File: config.mk
export PLATFORM = sky130hd
export DESIGN_NAME = custom_float_classify_widen_unit
export DESIGN_NICKNAME = d
export VERILOG_FILES = /design/src/hw/rtl/cfcw_pkg.sv /design/src/hw/rtl/custom_float_classify_widen_unit.sv
export SDC_FILE = /design/constraint.sdc
export NUM_CORES = 1
export LEC_CHECK = 0
export BUFFER_PORTS_ARGS = -buffer_cell sky130_fd_sc_hd__buf_4
export CAP_MARGIN = 25
export CORE_ASPECT_RATIO = 1.4
export CORE_MARGIN = 3
export CORE_UTILIZATION = 25
export CTS_CLUSTER_DIAMETER = 100
export DETAILED_ROUTE_END_ITERATION = 16
export PLACE_DENSITY = 0.39
export SLEW_MARGIN = 10
export SYNTH_ARGS = -nofsm -noshare
export SYNTH_HDL_FRONTEND = slang
export SYNTH_SLANG_ARGS = --single-unit
File: constraint.sdc
create_clock -name aclk -period 2.7 [get_ports aclk]
set_input_delay 0.135 -clock aclk [delete_from_list [all_inputs] [get_ports aclk]]
set_output_delay 0.135 -clock aclk [all_outputs]
set_load 0.1 [all_outputs]
File: src/hw/rtl/cfcw_pkg.sv
// Package for the custom float classify/widen unit: class codes, field widths.
// No dependencies.
`default_nettype none
package cfcw_pkg;
    localparam int FRAC_W = 22;
    localparam int EXP_W  = 9;
    localparam int DB_FRAC_W = 52;
    localparam int DB_EXP_W  = 11;
    localparam int POS_W = 5;

    typedef enum logic [2:0] {
        CLS_NORMAL   = 3'd0,
        CLS_DENORMAL = 3'd1,
        CLS_ZERO     = 3'd2,
        CLS_INF      = 3'd3,
        CLS_NAN      = 3'd4
    } value_class_t;

    localparam logic [DB_EXP_W-1:0] NORM_REBIAS   = 11'd768;
    localparam logic [DB_EXP_W-1:0] DENORM_REBIAS = 11'd747;
    localparam logic [DB_EXP_W-1:0] DB_EXP_ALL    = 11'h7FF;
    localparam logic [EXP_W-1:0]    CF_EXP_MAX    = 9'h1FF;
endpackage
`default_nettype wire

File: src/hw/rtl/custom_float_classify_widen_unit.sv
// Top level: classify a custom 32-bit float and widen it to binary64.
// Depends on cfcw_pkg.
`default_nettype none
// Usage:
//   s_axis: one request per cycle while s_tready is high, s_tdata[31:0] = pattern_word
//   (bit 31 sign, 30..22 exponent with bias 255, 21..0 fraction).
//   m_axis: one result per request, m_tdata[63:0] = double_bits,
//   m_tuser[2:0] = value_class, m_tuser[3] = is_negative.
// Pipeline: three register stages.
//   Stage 1 decodes the fields and classifies.
//   Stage 2 finds the leading one of a denormal fraction.
//   Stage 3 shifts the fraction and assembles the binary64 word.
// An accepted request moves through stages 1, 2 and 3 to m_tvalid; throughput is one
// item per cycle while the receiver does not stall, set by the fully pipelined datapath.
// When the receiver stalls, full stages hold (per-stage enables); a
// request is still taken while any stage is empty, so bubbles collapse.
// Reset (aresetn low, synchronous) clears all valid bits; payload registers
// are not reset.
module custom_float_classify_widen_unit (
    input  wire logic        aclk,
    input  wire logic        aresetn,
    input  wire logic        s_tvalid,
    output logic             s_tready,
    input  wire logic [31:0] s_tdata,   // [31:0] pattern_word
    output logic             m_tvalid,
    input  wire logic        m_tready,
    output logic [63:0]      m_tdata,   // [63:0] double_bits
    output logic [7:0]       m_tuser    // [2:0] value_class, [3] is_negative
);
    import cfcw_pkg::*;

    logic                 v1_reg, v2_reg, v3_reg;
    logic                 en1, en2, en3;
    value_class_t         cls1_reg, cls2_reg, cls3_reg;
    logic                 neg1_reg, neg2_reg, neg3_reg;
    logic [EXP_W-1:0]     exp1_reg;
    logic [FRAC_W-1:0]    frac1_reg, frac2_reg;
    logic [DB_EXP_W-1:0]  dexp2_reg;
    logic [POS_W-1:0]     pos2_reg;
    logic [62:0]          mag3_reg;

    // Advance each stage when its output slot frees up.
    assign en3 = !v3_reg || m_tready;
    assign en2 = !v2_reg || en3;
    assign en1 = !v1_reg || en2;
    assign s_tready = en1;

    // Stage 1: split fields and classify.
    value_class_t cls1_next;
    always_comb begin
        priority if (s_tdata[30:22] == '0 && s_tdata[21:0] == '0) cls1_next = CLS_ZERO;
        else if (s_tdata[30:22] == CF_EXP_MAX)
            cls1_next = (s_tdata[21:0] == '0) ? CLS_INF : CLS_NAN;
        else if (s_tdata[30:22] != '0) cls1_next = CLS_NORMAL;
        else cls1_next = CLS_DENORMAL;
    end

    always_ff @(posedge aclk) begin
        if (!aresetn) begin
            v1_reg <= 1'b0;
        end else if (en1) begin
            v1_reg <= s_tvalid;
        end
        if (en1) begin
            cls1_reg  <= cls1_next;
            neg1_reg  <= s_tdata[31];
            exp1_reg  <= s_tdata[30:22];
            frac1_reg <= s_tdata[21:0];
        end
    end

    // Stage 2: rebias, leading-one search.
    logic [POS_W-1:0] pos2_next;
    always_comb begin
        pos2_next = '0;
        for (int i = 1; i < FRAC_W; i++) begin
            if (frac1_reg[i]) pos2_next = POS_W'(i);
        end
    end

    always_ff @(posedge aclk) begin
        if (!aresetn) begin
            v2_reg <= 1'b0;
        end else if (en2) begin
            v2_reg <= v1_reg;
        end
        if (en2) begin
            cls2_reg  <= cls1_reg;
            neg2_reg  <= neg1_reg;
            frac2_reg <= frac1_reg;
            pos2_reg  <= pos2_next;
            unique case (cls1_reg)
                CLS_NORMAL:   dexp2_reg <= {2'b00, exp1_reg} + NORM_REBIAS;
                CLS_DENORMAL: dexp2_reg <= {6'd0, pos2_next} + DENORM_REBIAS;
                CLS_ZERO:     dexp2_reg <= '0;
                default:      dexp2_reg <= DB_EXP_ALL;
            endcase
        end
    end

    // Stage 3: align fraction and assemble.
    logic [DB_FRAC_W-1:0] dfrac3_next;
    logic [DB_FRAC_W-1:0] wide;
    always_comb begin
        wide = {frac2_reg, 30'd0};
        if (cls2_reg == CLS_DENORMAL) begin
            // Drop the leading one: shift it out the top.
            dfrac3_next = wide << (6'd22 - {1'b0, pos2_reg});
        end else begin
            dfrac3_next = wide;
        end
    end

    always_ff @(posedge aclk) begin
        if (!aresetn) begin
            v3_reg <= 1'b0;
        end else if (en3) begin
            v3_reg <= v2_reg;
        end
        if (en3) begin
            cls3_reg <= cls2_reg;
            neg3_reg <= neg2_reg;
            mag3_reg <= {dexp2_reg, dfrac3_next};
        end
    end

    assign m_tvalid = v3_reg;
    assign m_tdata  = {neg3_reg, mag3_reg};
    assign m_tuser  = {4'd0, neg3_reg, cls3_reg};

    // Stalled output holds its payload.
    a_hold: assert property (@(posedge aclk) disable iff (!aresetn)
        m_tvalid && !m_tready |=> m_tvalid && $stable(m_tdata) && $stable(m_tuser))
        else $error("output changed under stall");
    // Zero results carry only the sign bit.
    a_zero: assert property (@(posedge aclk) disable iff (!aresetn)
        m_tvalid && m_tuser[2:0] == CLS_ZERO |-> m_tdata[62:0] == '0)
        else $error("zero result not clean");
    // Infinity and NaN carry an all-ones exponent.
    a_spec: assert property (@(posedge aclk) disable iff (!aresetn)
        m_tvalid && (m_tuser[2:0] == CLS_INF || m_tuser[2:0] == CLS_NAN)
        |-> m_tdata[62:52] == DB_EXP_ALL)
        else $error("special exponent wrong");
    // Input ready whenever the output side is free.
    a_rdy: assert property (@(posedge aclk) disable iff (!aresetn)
        m_tready |-> s_tready)
        else $error("pipeline stalled with free output");
endmodule
`default_nettype wire

==> out/summary.log <==
qor: status.result_of_the_run complete, no violations
qor: synthesis.postSynth.asyncResetShare 0%
qor: synthesis.synth-warning-count 0
qor: cts.htree_levels 4
qor: synthesis.post-synth-top-area-cell edfxtp_1
qor: drt.vias_per_cell 4.48
qor: setup_path.regToRegStartpoint frac1_reg[4]
qor: layout.syn2layout_area_growth 30.9%
qor: timing.fin_skew 9.58 ps
qor: synthesis.synthCells 473
qor: floorplanning.overall_die_area 24800 sq um
qor: synthesis.synth_area_per_cell 12.1 sq um
qor: cts.postCtsSetupBuffers 0
qor: timing.achievable-frequency 405 MHz
qor: setup_path.timing.setup.critical_path_class flip-flop to flip-flop
qor: global_routing.initial_antenna_violation_count 0
qor: layout.finish.cell_count_without_fillers 904
qor: timing.slew_headroom 54.5%
qor: cts.post_cts_resized 0
qor: timing.final_period_minus_worst_setup_slack 2470 ps
qor: synthesis.ys_dominant_reg_cell edfxtp_1
qor: place.placement.cell_area 6560 sq um
qor: synthesis.count_of_flip_flops_with_a_built_in_enable_after_synthesis 114
qor: timing.count_of_final_setup_violators 0
qor: synthesis.post_synth_most_frequent_cells 114 x edfxtp_1, 46 x nand2_1, 39 x buf_4
qor: drt.firstDrtPassIters 4
qor: pwr.power.static_leakage 2.98 nW
qor: place.dpl.hpwl 11.1 mm
qor: drt.final_antenna_net_count 0
qor: layout.final_standard_cell_utilization_of_the_core 33.4%
qor: setup_path.cp.required 2870 ps
qor: place.port_buffers 75
qor: global_routing.pin_count_of_the_biggest_net_entering_global_routing 43
qor: synthesis.synth_seq_area_share 60.7%
qor: layout.finish.net_count 630
qor: setup_path.worstSetupEndpointType flip-flop
qor: layout.total_inserted_antenna_cells 0
qor: setup_path.r2r_end dexp2_reg[4]
qor: synthesis.synth_top_family_by_area compound AO/OA/AOI/OAI gates
qor: synthesis.post_synth_and_or_nand_nor_area_fraction 11.0%
qor: pwr.vdd.ir_drop.worst 0.468 mV
qor: setup_path.worst_path_arrival 2640 ps
qor: place.number_of_placed_cells_counting_well_taps 839
qor: cts.cts.root.buffer_cell clkbuf_16
qor: layout.layout.cell_area.non_filler 7520 sq um
qor: global_routing.globalRouteOverflowTotal 0
qor: global_routing.grt_use_total 12.2%
qor: cts.tritoncts_num_sinks 117
qor: cts.cts_tree done
qor: synthesis.muxShareOfSynthArea 6.45%
qor: cts.cts.path.max_buffers 2
qor: timing.slew_viols_final 0
qor: place.place.gp.congestion 0.837
qor: global_routing.grt_pass1_wl 23.0 mm
qor: synthesis.ys_ff_latch 117
qor: layout.fillerInstances 2266
qor: drt.dr_total_vias 4052
qor: drt.routed_wirelength 14.7 mm
qor: cts.clk_pin_slew 60 ps
qor: synthesis.synth.area.top_cells edfxtp_1 60%, buf_4 5.1%, mux2i_1 4.9%
qor: global_routing.number_of_global_route_vias_before_repair 4042
qor: synthesis.synth_xor_xnor_area_share 1.35%
qor: drt.drcViolationCount 0
qor: synthesis.fraction_of_post_synthesis_cell_area_in_the_top_cell_type_by_area 59.6%
qor: pwr.power_dens_cells 755 nW/um^2
qor: worst_hold_path.hold_class input pin to flip-flop
qor: timing.final_hold_viol_count 0
qor: cts.tritoncts.num_buffers 17
qor: floorplanning.design.core.area 22500 sq um
qor: synthesis.synth_adder_area_share 0.654%
qor: floorplanning.initial_cell_density_of_the_core 25.5%
qor: cts.cts_hold_repair.buffers 34
qor: worst_hold_path.whs_endpoint m_tvalid
qor: synthesis.synth-compound-area-share 12.3%
qor: floorplanning.row_count 65
qor: floorplanning.die-height 185 microns
qor: drt.drt_iter0_drc 292
qor: floorplanning.die_width 134 microns
qor: job.cap_viol_max_count 0
qor: synthesis.synth_area 5740 sq um
qor: floorplanning.pin_count 110
qor: timing.totalNegativeSetupSlack 0 ps
qor: timing.grt_setup_unrepaired false
qor: setup_path.reg2reg_setup_slack 230 ps
qor: setup_path.r2r.worst_path.cells 8
qor: drt.routedWlPerCell 16.3 microns
qor: layout.drive_above_1_share 21.6%
qor: cts.clock_latency_of_the_later_clocked_register_in_the_worst_skew_pair 420 ps
qor: timing.worstMarginPinSlew 682 ps
qor: worst_hold_path.launch_point_of_the_worst_hold_path m_tready
qor: synthesis.yosys.cell_count.top_type edfxtp_1
qor: timing.finalCritPeriodShare 91.4%
qor: setup_path.critical_path.startpoint_type flip-flop
qor: synthesis.synthDistinctLibCells 59
qor: pwr.total_power 5.67 mW
qor: worst_hold_path.worstHoldPathCells 3
qor: layout.largest_register_ff_count 33
qor: setup_path.timing.critical_path.fanout_max 4
## worst max-delay path by stage
stage | startpoint | to | slack [ps]
3_5_place_dp | frac1_reg[4] | dexp2_reg[4] | 210
6_report | frac1_reg[4] | dexp2_reg[4] | 230
2_1_floorplan | m_tvalid | cls2_reg[0] | 0.5
5_1_grt | frac1_reg[10] | dexp2_reg[4] | 20
3_3_place_gp | frac1_reg[4] | dexp2_reg[4] | 210
4_1_cts | frac1_reg[4] | dexp2_reg[4] | 200
## cell type report
class / count / area [sq um] / area share [%]
flip-flops and latches: 117 / 3480 / 46.3
multi-input cells: 320 / 1960 / 26.1
repair buffers: 122 / 1030 / 13.6
clock buffers: 20 / 437 / 5.81
well taps: 301 / 377 / 5.01
clock inverters: 11 / 183 / 2.43
inverters: 13 / 48.8 / 0.649
## metrics by stage
stage               hold WS (ps)  worst slack (ps)
finish                       110               231
detailed placement           321               211
global route                 112              21.6
floorplan                    234             0.469
global placement             315               214
CTS                         87.8               199
## placed cells by master (no fill, tap or decap), types with 5 or more instances in the layout
cell | synthesis | final
nor2b_1 | 8 | 8
inv_1 | 11 | 11
a221oi_1 | 6 | 6
mux2_2 | 8 | 8
clkbuf_16 | 0 | 17
bufinv_16 | 0 | 5
nor2_1 | 29 | 29
conb_1 | 1 | 34
mux2i_1 | 28 | 28
nor4_1 | 10 | 10
a31oi_1 | 5 | 5
nand3_1 | 6 | 5
a211oi_1 | 5 | 5
a21oi_1 | 34 | 34
o211ai_1 | 7 | 7
o21bai_1 | 5 | 5
dlygate4sd3_1 | 0 | 34
edfxtp_1 | 114 | 114
nor3_1 | 10 | 10
nand2b_1 | 6 | 6
o21ai_0 | 18 | 18
buf_4 | 39 | 86
nand2_1 | 46 | 46
## kinds of logic after synthesis
| logic type | after synthesis |
|---|---|
| AND/OR/NAND/NOR | 131 |
| flip-flops | 117 |
| AO/OA/AOI/OAI | 108 |
| buffers and inverters | 69 |
| multiplexers | 36 |
| XOR/XNOR | 8 |
| adder cells (fa/ha/maj) | 3 |
| other | 1 |
## critical path, cell delays in order (launching register included)
cell and delay, ps:
edfxtp_1 430, o31a_1 340, o41ai_2 320, o311ai_1 240, ha_1 270, o21ai_0 170, ha_1 250, nor2_1 120
o21bai_1 80
## routing by layer
layer	routed length, microns	part of all wire (%)	up-vias	track usage, %
li1	-	-	1952	-
met1	5820	40	1917	13.6
met2	7370	50	143	20.7
met3	750	5.1	40	2.93
met4	770	5.2	0	8.44
met5	0	0	-	0
## power by group
part	total, mW	switching (mW)	leakage (nW)	internal (mW)
Combinational	1.12	0.825	1.44	0.295
Clock	2.39	0.769	0.297	1.62
Sequential	2.17	0.0647	1.25	2.10
(Power assumes the default switching activity.)
